--- config.mk ---
export PLATFORM = sky130hd
export DESIGN_NAME = pooled_linked_list_manager_top
export DESIGN_NICKNAME = d
export VERILOG_FILES = /design/src/pllm_pkg.sv /design/src/pooled_linked_list_manager_top.sv
export SDC_FILE = /design/constraint.sdc
export NUM_CORES = 2
export LEC_CHECK = 0
export ABC_AREA = 0
export BUFFER_PORTS_ARGS = -buffer_cell sky130_fd_sc_hd__buf_2
export CORE_MARGIN = 2
export CORE_UTILIZATION = 60
export DETAILED_ROUTE_END_ITERATION = 7
export GPL_ROUTABILITY_DRIVEN = 0
export PLACE_DENSITY = 0.75
export SLEW_MARGIN = 10
export SYNTH_ARGS = -nofsm -noshare
export SYNTH_HDL_FRONTEND = slang
export SYNTH_SLANG_ARGS = --single-unit
export TNS_END_PERCENT = 10
--- constraint.sdc ---
create_clock -name i_clk -period 14.5 [get_ports i_clk]
set_input_delay 1.45 -clock i_clk [delete_from_list [all_inputs] [get_ports i_clk]]
set_output_delay 1.45 -clock i_clk [all_outputs]
set_load 0.01 [all_outputs]
--- src/pllm_pkg.sv ---
// Package for the pooled linked list manager: sizes, field widths,
// operation and status codes. No dependencies.
`timescale 1ns / 1ps

package pllm_pkg;

    localparam int MAX_LISTS  = 8;
    localparam int POOL_NODES = 128;
    localparam int ITEM_WIDTH = 32;

    // field widths of one request and one result
    localparam int OP_W     = 3;
    localparam int LID_W    = 3;
    localparam int ITEM_IN_W = 32;
    localparam int STATUS_W = 3;
    localparam int LEN_W    = 8;

    localparam int IN_BITS      = OP_W + 2 * LID_W + ITEM_IN_W;
    localparam int IN_TDATA_W   = ((IN_BITS + 7) / 8) * 8;
    localparam int OUT_BITS     = STATUS_W + LID_W + LEN_W;
    localparam int OUT_TDATA_W  = ((OUT_BITS + 7) / 8) * 8;

    // pointers hold 0..POOL_NODES, POOL_NODES meaning null
    localparam int PTR_W = $clog2(POOL_NODES + 1);
    localparam int IDX_W = $clog2(POOL_NODES);
    localparam int CNT_W = $clog2(POOL_NODES + 1);
    localparam int LC_W  = $clog2(MAX_LISTS + 1);
    localparam int LIX_W = $clog2(MAX_LISTS);

    typedef logic [PTR_W-1:0] t_ptr;
    typedef logic [CNT_W-1:0] t_cnt;

    localparam t_ptr NIL = t_ptr'(POOL_NODES);

    typedef enum logic [OP_W-1:0] {
        OP_CREATE  = 3'd0,
        OP_ADD     = 3'd1,
        OP_INSERT  = 3'd2,
        OP_APPEND  = 3'd3,
        OP_PREPEND = 3'd4,
        OP_CONCAT  = 3'd5
    } t_op;

    typedef enum logic [STATUS_W-1:0] {
        ST_OK         = 3'd0,
        ST_NO_LIST    = 3'd1,
        ST_POOL_FULL  = 3'd2,
        ST_TABLE_FULL = 3'd3,
        ST_SAME_LIST  = 3'd4
    } t_status;

endpackage

--- src/pooled_linked_list_manager_top.sv ---
// Pooled doubly linked list manager: list table in flops, node links and
// items in synchronous memories. Uses pllm_pkg.
//
// Result register loaded in S_FIN, straight after S_DEC for create, errors
// and inserts into an empty list or at a null anchor; after S_LINK1 for
// linking inserts (node read issued in S_DEC, new node's links written in
// S_LINK1, anchor/neighbor links and item in S_FIN); after S_CATB for
// concat (list B read). A new request is taken only in S_IDLE, once the last
// is committed; a result held by m_axis_tready stalls the request in S_FIN.
// Reset (synchronous, active low): list table null/zero, counters zero,
// no result pending. Node memories are not cleared; no clearing pass.
`timescale 1ns / 1ps

module pooled_linked_list_manager_top
    import pllm_pkg::*;
(
    input  logic                   i_clk,
    input  logic                   i_rst_n,
    // request: [2:0] operation, [5:3] list_id, [8:6] other_list_id,
    //          [40:9] item_value, rest zero
    input  logic                   s_axis_tvalid,
    output logic                   s_axis_tready,
    input  logic [IN_TDATA_W-1:0]  s_axis_tdata,
    // result: [2:0] status, [5:3] new_list, [13:6] list_length, rest zero
    output logic                   m_axis_tvalid,
    input  logic                   m_axis_tready,
    output logic [OUT_TDATA_W-1:0] m_axis_tdata
);

    typedef enum logic [2:0] {
        S_IDLE,   // take a request
        S_DEC,    // read list A, check, issue node read
        S_LINK1,  // node read back: write the new node's links
        S_CATB,   // read list B for concat
        S_FIN     // commit and load the result register
    } t_state;

    // what S_FIN has to commit
    typedef enum logic [2:0] {
        K_NONE,    // result only
        K_CREATE,
        K_EMPTY,   // first node of an empty list
        K_NOLINK,  // cursor/anchor null: node taken, nothing linked
        K_LINK,
        K_CAT
    } t_kind;

    // list table
    t_ptr r_head [MAX_LISTS];
    t_ptr r_tail [MAX_LISTS];
    t_ptr r_cur  [MAX_LISTS];
    t_cnt r_cnt  [MAX_LISTS];

    logic [LC_W-1:0] r_lists;
    t_ptr            r_used;

    // node memories
    t_ptr                  fwd_mem  [POOL_NODES];
    t_ptr                  bwd_mem  [POOL_NODES];
    logic [ITEM_WIDTH-1:0] item_mem [POOL_NODES];
    t_ptr                  r_fwd_rd;
    t_ptr                  r_bwd_rd;

    t_state r_state;
    t_kind  r_kind;

    // latched request
    t_op                   r_op;
    logic [LIX_W-1:0]      r_a;
    logic [LIX_W-1:0]      r_b;
    logic [ITEM_WIDTH-1:0] r_item;

    // snapshot of list A / B and link work
    t_ptr r_atail;
    t_cnt r_acnt;
    t_ptr r_bhead, r_btail, r_bcur;
    t_cnt r_bcnt;
    t_ptr r_at;      // anchor node
    t_ptr r_nb;      // its neighbor on the linking side
    t_ptr r_n;       // new node
    logic r_after;   // link after anchor (else before)

    t_status          r_status;
    logic [LIX_W-1:0] r_newl;
    t_cnt             r_len;

    logic                   r_ovalid;
    logic [OUT_TDATA_W-1:0] r_odata;

    // list table read port
    logic [LIX_W-1:0] l_idx;
    t_ptr             l_head, l_tail, l_cur;
    t_cnt             l_cnt;

    logic a_ok, b_ok, pool_full, out_free;
    t_ptr at_ptr;
    t_ptr nb_ptr;
    t_cnt len_fin;

    logic             fwd_we, bwd_we, item_we;
    logic [IDX_W-1:0] fwd_wa, bwd_wa, rd_addr;
    t_ptr             fwd_wd, bwd_wd;

    assign s_axis_tready = (r_state == S_IDLE);
    assign m_axis_tvalid = r_ovalid;
    assign m_axis_tdata  = r_odata;
    assign out_free      = !r_ovalid || m_axis_tready;

    assign l_idx  = (r_state == S_CATB) ? r_b : r_a;
    assign l_head = r_head[l_idx];
    assign l_tail = r_tail[l_idx];
    assign l_cur  = r_cur[l_idx];
    assign l_cnt  = r_cnt[l_idx];

    assign a_ok      = {1'b0, r_a} < r_lists;
    assign b_ok      = {1'b0, r_b} < r_lists;
    assign pool_full = (r_used >= NIL);

    // anchor: cursor for add/insert, tail for append, head for prepend
    always_comb begin
        case (r_op)
            OP_APPEND:  at_ptr = l_tail;
            OP_PREPEND: at_ptr = l_head;
            default:    at_ptr = l_cur;
        endcase
    end

    assign rd_addr = at_ptr[IDX_W-1:0];
    assign nb_ptr  = r_after ? r_fwd_rd : r_bwd_rd;

    always_comb begin
        case (r_kind) inside
            K_EMPTY, K_NOLINK, K_LINK: len_fin = r_acnt + t_cnt'(1);
            K_CAT:                     len_fin = r_acnt + r_bcnt;
            default:                   len_fin = r_len;
        endcase
    end

    // memory write ports
    always_comb begin
        fwd_we  = 1'b0;
        fwd_wa  = r_n[IDX_W-1:0];
        fwd_wd  = NIL;
        bwd_we  = 1'b0;
        bwd_wa  = r_n[IDX_W-1:0];
        bwd_wd  = NIL;
        item_we = 1'b0;
        if (r_state == S_LINK1) begin
            // new node's own links
            fwd_we = 1'b1;
            bwd_we = 1'b1;
            fwd_wd = r_after ? nb_ptr : r_at;
            bwd_wd = r_after ? r_at : nb_ptr;
        end else if (r_state == S_FIN && out_free) begin
            unique case (r_kind) inside
                K_EMPTY, K_NOLINK: begin
                    fwd_we  = 1'b1;
                    bwd_we  = 1'b1;
                    item_we = 1'b1;
                end
                K_LINK: begin
                    item_we = 1'b1;
                    if (r_after) begin
                        fwd_we = 1'b1;
                        fwd_wa = r_at[IDX_W-1:0];
                        fwd_wd = r_n;
                        bwd_we = (r_nb < NIL);
                        bwd_wa = r_nb[IDX_W-1:0];
                        bwd_wd = r_n;
                    end else begin
                        bwd_we = 1'b1;
                        bwd_wa = r_at[IDX_W-1:0];
                        bwd_wd = r_n;
                        fwd_we = (r_nb < NIL);
                        fwd_wa = r_nb[IDX_W-1:0];
                        fwd_wd = r_n;
                    end
                end
                K_CAT: begin
                    if (r_acnt != '0 && r_bcnt != '0 && r_atail < NIL && r_bhead < NIL) begin
                        fwd_we = 1'b1;
                        fwd_wa = r_atail[IDX_W-1:0];
                        fwd_wd = r_bhead;
                        bwd_we = 1'b1;
                        bwd_wa = r_bhead[IDX_W-1:0];
                        bwd_wd = r_atail;
                    end
                end
                default: ;
            endcase
        end
    end

    always_ff @(posedge i_clk) begin
        if (fwd_we) begin
            fwd_mem[fwd_wa] <= fwd_wd;
        end
        r_fwd_rd <= fwd_mem[rd_addr];
    end

    always_ff @(posedge i_clk) begin
        if (bwd_we) begin
            bwd_mem[bwd_wa] <= bwd_wd;
        end
        r_bwd_rd <= bwd_mem[rd_addr];
    end

    always_ff @(posedge i_clk) begin
        if (item_we) begin
            item_mem[r_n[IDX_W-1:0]] <= r_item;
        end
    end

    // control, list table and result register
    always_ff @(posedge i_clk) begin
        if (!i_rst_n) begin
            r_state  <= S_IDLE;
            r_kind   <= K_NONE;
            r_lists  <= '0;
            r_used   <= '0;
            r_ovalid <= 1'b0;
            for (int i = 0; i < MAX_LISTS; i++) begin
                r_head[i] <= NIL;
                r_tail[i] <= NIL;
                r_cur[i]  <= NIL;
                r_cnt[i]  <= '0;
            end
        end else begin
            if (m_axis_tready) begin
                r_ovalid <= 1'b0;
            end
            unique case (r_state)
                S_IDLE: begin
                    if (s_axis_tvalid) begin
                        r_op    <= t_op'(s_axis_tdata[OP_W-1:0]);
                        r_a     <= s_axis_tdata[OP_W +: LID_W];
                        r_b     <= s_axis_tdata[OP_W + LID_W +: LID_W];
                        r_item  <= s_axis_tdata[OP_W + 2 * LID_W +: ITEM_WIDTH];
                        r_state <= S_DEC;
                    end
                end
                S_DEC: begin
                    r_atail  <= l_tail;
                    r_acnt   <= l_cnt;
                    r_at     <= at_ptr;
                    r_n      <= r_used;
                    r_after  <= (r_op == OP_ADD) || (r_op == OP_APPEND);
                    r_status <= ST_OK;
                    r_newl   <= '0;
                    r_len    <= '0;
                    r_kind   <= K_NONE;
                    r_state  <= S_FIN;
                    unique case (r_op) inside
                        OP_CREATE: begin
                            if (r_lists >= LC_W'(MAX_LISTS)) begin
                                r_status <= ST_TABLE_FULL;
                            end else begin
                                r_kind <= K_CREATE;
                                r_newl <= r_lists[LIX_W-1:0];
                            end
                        end
                        OP_ADD, OP_INSERT, OP_APPEND, OP_PREPEND: begin
                            if (!a_ok) begin
                                r_status <= ST_NO_LIST;
                            end else if (pool_full) begin
                                r_status <= ST_POOL_FULL;
                                r_len    <= l_cnt;
                            end else if (l_cnt == '0 || l_head >= NIL) begin
                                r_kind <= K_EMPTY;
                            end else if (at_ptr >= NIL) begin
                                r_kind <= K_NOLINK;
                            end else begin
                                r_kind  <= K_LINK;
                                r_state <= S_LINK1;
                            end
                        end
                        OP_CONCAT: begin
                            if (!a_ok || !b_ok) begin
                                r_status <= ST_NO_LIST;
                                r_len    <= a_ok ? l_cnt : '0;
                            end else if (r_a == r_b) begin
                                r_status <= ST_SAME_LIST;
                                r_len    <= l_cnt;
                            end else begin
                                r_kind  <= K_CAT;
                                r_state <= S_CATB;
                            end
                        end
                        default: ;  // unused codes: no change, zero result
                    endcase
                end
                S_LINK1: begin
                    r_nb    <= nb_ptr;
                    r_state <= S_FIN;
                end
                S_CATB: begin
                    r_bhead <= l_head;
                    r_btail <= l_tail;
                    r_bcur  <= l_cur;
                    r_bcnt  <= l_cnt;
                    r_state <= S_FIN;
                end
                S_FIN: begin
                    if (out_free) begin
                        unique case (r_kind)
                            K_CREATE: begin
                                r_head[r_newl] <= NIL;
                                r_tail[r_newl] <= NIL;
                                r_cur[r_newl]  <= NIL;
                                r_cnt[r_newl]  <= '0;
                                r_lists        <= r_lists + LC_W'(1);
                            end
                            K_EMPTY: begin
                                r_head[r_a] <= r_n;
                                r_tail[r_a] <= r_n;
                                r_cur[r_a]  <= r_n;
                                r_cnt[r_a]  <= len_fin;
                                r_used      <= r_used + t_ptr'(1);
                            end
                            K_NOLINK: begin
                                r_cur[r_a] <= r_n;
                                r_cnt[r_a] <= len_fin;
                                r_used     <= r_used + t_ptr'(1);
                            end
                            K_LINK: begin
                                r_cur[r_a] <= r_n;
                                r_cnt[r_a] <= len_fin;
                                r_used     <= r_used + t_ptr'(1);
                                // anchor was an end node: new node is the new end
                                if (r_nb >= NIL) begin
                                    if (r_after) begin
                                        r_tail[r_a] <= r_n;
                                    end else begin
                                        r_head[r_a] <= r_n;
                                    end
                                end
                            end
                            K_CAT: begin
                                if (r_acnt == '0) begin
                                    r_head[r_a] <= r_bhead;
                                    r_tail[r_a] <= r_btail;
                                    r_cur[r_a]  <= r_bcur;
                                end else if (r_bcnt != '0 && r_atail < NIL && r_bhead < NIL) begin
                                    r_tail[r_a] <= r_btail;
                                end
                                r_cnt[r_a]  <= len_fin;
                                r_head[r_b] <= NIL;
                                r_tail[r_b] <= NIL;
                                r_cur[r_b]  <= NIL;
                                r_cnt[r_b]  <= '0;
                            end
                            default: ;
                        endcase
                        r_ovalid <= 1'b1;
                        r_odata  <= OUT_TDATA_W'({LEN_W'(len_fin), r_newl, r_status});
                        r_state  <= S_IDLE;
                    end
                end
                default: r_state <= S_IDLE;
            endcase
        end
    end

endmodule
Yosys cells after proc, flatten, opt, wreduce, memory -nomap -nowiden
Memory sizes are Yosys's and may differ from the RTL's. A register that Yosys moved wholly into a read port is not among the register bits.
Index checks and enable logic that the tools add are counted.
W data, S select, Z words.
{"block": "word_totals", "ff_bits": 129, "mem_bits_rw": 2304, "word_cells": 286, "mem_count": 6}
{"block": "op_classes", "add_sub_neg": 4, "magnitude_cmp": 10, "eq_ne": 17, "muxes": 171, "bitwise": 12, "reduce_logical": 44}
{"name": "bwd_mem", "depth": 128, "width": 8, "rd": 1, "rd_ports_with_merged_regs": 1, "write_ports": 1, "line_no": "pooled_linked_list_manager_top.sv:59", "source": "t_ptr bwd_mem [POOL_NODES];"}
{"name": "fwd_mem", "depth": 128, "width": 8, "rd": 1, "rd_ports_with_merged_regs": 1, "write_ports": 1, "line_no": "pooled_linked_list_manager_top.sv:58", "source": "t_ptr fwd_mem [POOL_NODES];"}
{"name": "r_cnt", "depth": 8, "width": 8, "rd": 1, "rd_ports_with_merged_regs": 0, "write_ports": 8, "line_no": "pooled_linked_list_manager_top.sv:52", "source": "t_cnt r_cnt [MAX_LISTS];"}
{"name": "r_cur", "depth": 8, "width": 8, "rd": 1, "rd_ports_with_merged_regs": 0, "write_ports": 8, "line_no": "pooled_linked_list_manager_top.sv:51", "source": "t_ptr r_cur [MAX_LISTS];"}
{"name": "r_head", "depth": 8, "width": 8, "rd": 1, "rd_ports_with_merged_regs": 0, "write_ports": 8, "line_no": "pooled_linked_list_manager_top.sv:49", "source": "t_ptr r_head [MAX_LISTS];"}
{"name": "r_tail", "depth": 8, "width": 8, "rd": 1, "rd_ports_with_merged_regs": 0, "write_ports": 8, "line_no": "pooled_linked_list_manager_top.sv:50", "source": "t_ptr r_tail [MAX_LISTS];"}
{"op": "$mux W8", "n": 39}
{"op": "$reduce_or A8 Y1", "n": 12}
{"op": "$mux W3", "n": 29}
{"op": "$mux W1", "n": 80}
{"op": "$pmux W8 S2", "n": 4}
{"op": "$mux W7", "n": 8}
{"op": "$ge A8 B8 Y1 const B", "n": 4}
{"op": "$pmux W7 S2", "n": 2}
{"op": "$lt A8 B8 Y1 const B", "n": 3}
{"op": "$eq A3 B2 Y1 const B", "n": 6}
{"op": "$pmux W3 S3", "n": 2}
{"op": "$add A8 B1 Y8 const B", "n": 2}
{"op": "$logic_not A8 Y1", "n": 2}
{"op": "$reduce_bool A8 Y1", "n": 2}
{"op": "$eq A3 B3 Y1 const B", "n": 5}
{"op": "$pmux W3 S4", "n": 1}
{"op": "$reduce_and A3 Y1", "n": 4}
{"op": "$or A1 B1 Y1", "n": 11}
{"op": "$eq A3 B1 Y1 const B", "n": 3}
{"op": "$add A8 B8 Y8", "n": 1}
{"op": "$lt A3 B4 Y1", "n": 2}
{"op": "$reduce_and A2 Y1", "n": 4}
{"op": "$logic_and A1 B1 Y1", "n": 6}
{"op": "$logic_not A3 Y1", "n": 2}
{"op": "other kinds (13)", "n": 24}

Logic depth before layout (Yosys ltp)
{"block": "logic_depth", "depth_word": 13, "mapped_depth": 20, "mapped_depth_nobuf": 13}

Least setup slack after synthesis
Ideal clock, no wire load.
{"block": "synth_path", "path_type": "input to register", "from": "input m_axis_tready", "to": "memory bwd_mem[0][7] (netlist name), data pin", "setup_time_ns": 0.969, "t_arrival_ns": 6.066, "required_ns": 13.531, "path_slack_ns": 7.465, "path_stages": 7, "n_path_buf": 2, "path_cell_list": "nor2b_1 -> nor2b_1 -> nand2_1 -> clkbuf_1 -> clkbuf_1 -> a21oi_1 -> a31oi_1"}
{"block": "synth_via", "elab_chain_len": 4}
{"element": "start, declared", "line_no": "pooled_linked_list_manager_top.sv:26", "source": "input logic m_axis_tready,"}
{"element": "$logic_or A1 B1 Y1", "line_no": "pooled_linked_list_manager_top.sv:107", "source": "assign out_free = !r_ovalid || m_axis_tready;"}
{"element": "$logic_and A1 B1 Y1", "line_no": "pooled_linked_list_manager_top.sv:154", "source": "end else if (r_state == S_FIN && out_free) begin"}
{"element": "$mux W8", "line_no": "pooled_linked_list_manager_top.sv:154"}
{"element": "$mux W8", "line_no": "pooled_linked_list_manager_top.sv:148", "source": "if (r_state == S_LINK1) begin"}
{"element": "net bwd_wd[7]", "line_no": "pooled_linked_list_manager_top.sv:102", "source": "t_ptr fwd_wd, bwd_wd;"}
{"element": "end, declared", "line_no": "pooled_linked_list_manager_top.sv:59"}
The timed path passes the listed nets, and every way through them passes these cells.

Worst setup path after layout
{"block": "layout_path", "from": "register r_b[2]", "to": "register r_bwd_rd[7] (read register of bwd_mem)"}
{"block": "layout_via", "elab_chain_len": 3, "word_cells_on_any_way": 5, "cone_classes": "2 x mux; 3 x memory"}
{"element": "start, declared", "line_no": "pooled_linked_list_manager_top.sv:70", "source": "logic [LIX_W-1:0] r_b;"}
{"element": "start signal, assigned", "line_no": "pooled_linked_list_manager_top.sv:237", "source": "r_b <= s_axis_tdata[OP_W + LID_W +: LID_W];"}
{"element": "$mux W3", "line_no": "pooled_linked_list_manager_top.sv:109", "source": "assign l_idx = (r_state == S_CATB) ? r_b : r_a;"}
{"element": "$mem_v2 Z8 W8"}
{"element": "net l_tail[3]", "line_no": "pooled_linked_list_manager_top.sv:92", "source": "t_ptr l_head, l_tail, l_cur;"}
{"element": "$pmux W8 S2", "line_no": "pooled_linked_list_manager_top.sv:121", "source": "case (r_op)"}
{"element": "net at_ptr[3]", "line_no": "pooled_linked_list_manager_top.sv:96", "source": "t_ptr at_ptr;"}
{"element": "end, declared", "line_no": "pooled_linked_list_manager_top.sv:62", "source": "t_ptr r_bwd_rd;"}
The timed path passes the listed nets, and every way through them passes these cells.
A chain may end at the register's enable or synchronous reset.

==> impl_metrics.tcl <==
set metrics [dict create \
    status "finished, final reports clean" \
    synthesis.area_um2 101000 \
    crit_chain "and4b_1 -> a21o_4 -> mux2_2 -> mux4_2 -> a221oi_2 -> inv_2 -> nand2_1 -> buf_4 -> or3_1 -> buf_4 -> o22ai_1 -> a41o_1 -> nor4_1 -> nor4_1" \
    path_class "flop to flop" \
    crit_slowest_cell "a221oi_2" \
    grt_pass1_wl_um 423000 \
    crit_family "simple AND/OR/NAND/NOR gates" \
    finalSetupTns_ps 0 \
    antenna_found_initial 8 \
    wl_per_cell_um 27.2 \
    cts_root_buf "clkbuf_16" \
    highest_layer "met5" \
    synth_ff_type "edfxtp_1" \
    setup_viol_count_final 0 \
    power.leakage_nw 36.8 \
    die_h_um 415 \
    multi_input_area_um2 28500 \
    syn-mean-instance-area_um2 12.3 \
    die_w_um 415 \
    rsz0062_at_grt "false" \
    cts_resized 0 \
    portBuffers 28 \
    vias 69305 \
    nets 8187 \
    slew_violations 0 \
    synth_area_leaders "edfxtp_1 64%, nand2_1 7.0%, dfxtp_1 5.8%" \
    crit_buf_inv 3 \
    ir_drop_mv 0.136 \
    fin_crit_sh_pct 54.8 \
    area_delta_synth_final_pct 9.38 \
    route.detailed.drc 0 \
    cts_tree "built" \
    grt.overflow.total 0 \
    placed_cells 10083 \
    synth-seq-cells 2449 \
    dr_wl_met3_um 34800 \
    fmax_mhz 126 \
    num-fill-cells 11746 \
    postCtsSetupRepairBufs 0 \
    endpoint_kind "flop" \
    synth_common_cells "2158 x edfxtp_1, 1894 x nand2_1, 868 x nand3_1, 618 x nor2_1, 291 x dfxtp_1" \
    drtIter0Drc 10862 \
    htree_levels 4 \
    core_um2 167000 \
    cap_violations 0 \
    dieArea_um2 172000 \
    worst_pin_slew_ps 1250 \
    track_usage_pct 32.7 \
    final_cells 10520 \
    clkLatencyLatePin_ps 860 \
    synth_cell_types 98 \
    rows 150 \
    antenna_left 0 \
    ys_warn_count 0 \
    wl_um 286000 \
    skew_ps 39.9 \
    viasPerCell 6.59 \
    hold_class "flop to flop" \
    async_reset_ff_share_pct 0 \
    crit_arrival_ps 8660 \
    cp_max_fo 43 \
    fin_crit_ps 7950 \
    dp_hpwl_um 169000 \
    postCtsHoldBufs 0 \
    synth.top_cell.area_share_pct 64.0 \
    initial_core_util_pct 60.5 \
    regArea_um2 70600 \
    synth_largest_area_cell "edfxtp_1" \
    cts_buffers 233 \
    met1Wirelength_um 105000 \
    power_per_cell_area_nw_per_um2 129 \
    yosysMostFrequentCell "edfxtp_1" \
    layout-drive-gt1-share_pct 9.16 \
    io_pins 70 \
    max_stage_delay_ps 1030 \
    relSlewSlack_pct 16.7 \
    cts_buffer_depth 3 \
    wl_met2_um 130000 \
    whs_ps 413 \
    grt_pass1_vias 66133 \
    synthCells 8236 \
    cts_sinks 2449 \
    grt_max_degree 191 \
    cp_data_required_time_ps 15210 \
    clk_pin_slew_worst_paths_ps 60 \
    synth_edf_count 2158 \
    hold_viol 0 \
    start_kind "flop" \
    ys_seq_area_share_pct 69.8 \
    dr.pass1.iters 6 \
]
-- area by class of cell --
class,count,share of cell area (%)
antenna,1,0.00226
clock buffer,305,5.60
clock inverter,130,1.00
inverter,53,0.200
multi-input combinational,5203,25.7
sequential,2449,63.8
tap,2204,2.49
timing repair buffer,175,1.22
-- registers in the layout (all words and copies together), names as in the netlist, 14 cells and up --
name and cells:
fwd_mem 1024, bwd_mem 1024, r_cnt 64, r_head 64
r_cur 64, m_axis_tdata 14, r_tail 64
-- through the flow --
stage	power (mW)	util, %	cell area (um^2)	setup slack [ps]
after floorplan	8.30	-	101000	7460
after global placement	8.55	61.8	103000	6860
after detailed placement	8.56	61.8	103000	6750
after CTS	14.3	66.1	111000	6720
after global routing	14.6	66.1	111000	6270
final	14.3	66.1	111000	6550
-- final timing paths --
kind | slack (ps) | cells past startpoint | to | start
setup / recovery | 6550 | 14 | r_bwd_rd[7] | r_b[2]
hold / removal | 410 | 0 | m_axis_tdata[2] | r_status[2]
setup reg to reg | 6550 | 14 | r_bwd_rd[7] | r_b[2]
hold reg to reg | 410 | 0 | m_axis_tdata[2] | r_status[2]
-- placed cells by master (no fill, tap or decap), types with 30 or more instances in the layout --
master	count
edfxtp_1	2158
nand2_1	1891
nand3_1	865
nor2_1	602
dfxtp_1	291
mux2i_1	276
a21oi_1	267
clkbuf_16	235
buf_4	139
a31oi_1	138
nand4_1	114
o21ai_0	70
mux2_2	69
and3_1	65
clkbuf_1	64
or2_2	61
clkinv_2	56
nor3_1	55
a32oi_1	52
inv_1	47
mux4_2	45
a22oi_1	45
clkinv_1	45
a211oi_1	38
nor4_1	37
o22ai_1	35
nor2b_1	30
-- power by group --
part | internal (mW) | switching, mW
clock | 3.26 | 2.62
sequential | 7.58 | 0.0258
combinational | 0.234 | 0.603
-- layer usage --
layer  track usage [%]  up-vias
met4              16.1       10
met3              7.42      803
met5                 0        -
li1                  -    29978
met1              45.0    33947
met2              49.7     4567
-- logic make-up after synthesis --
group,Yosys count,share of synthesized area [%]
AO/OA/AOI/OAI,912,6.10
XOR/XNOR,26,0.225
adder cells (fa/ha/maj),20,0.255
buffers and inverters,585,2.54
flip-flops,2449,69.8
multiplexers,393,4.54
other,1,0.00370
AND/OR/NAND/NOR,3850,16.6
(Power assumes the default switching activity.)
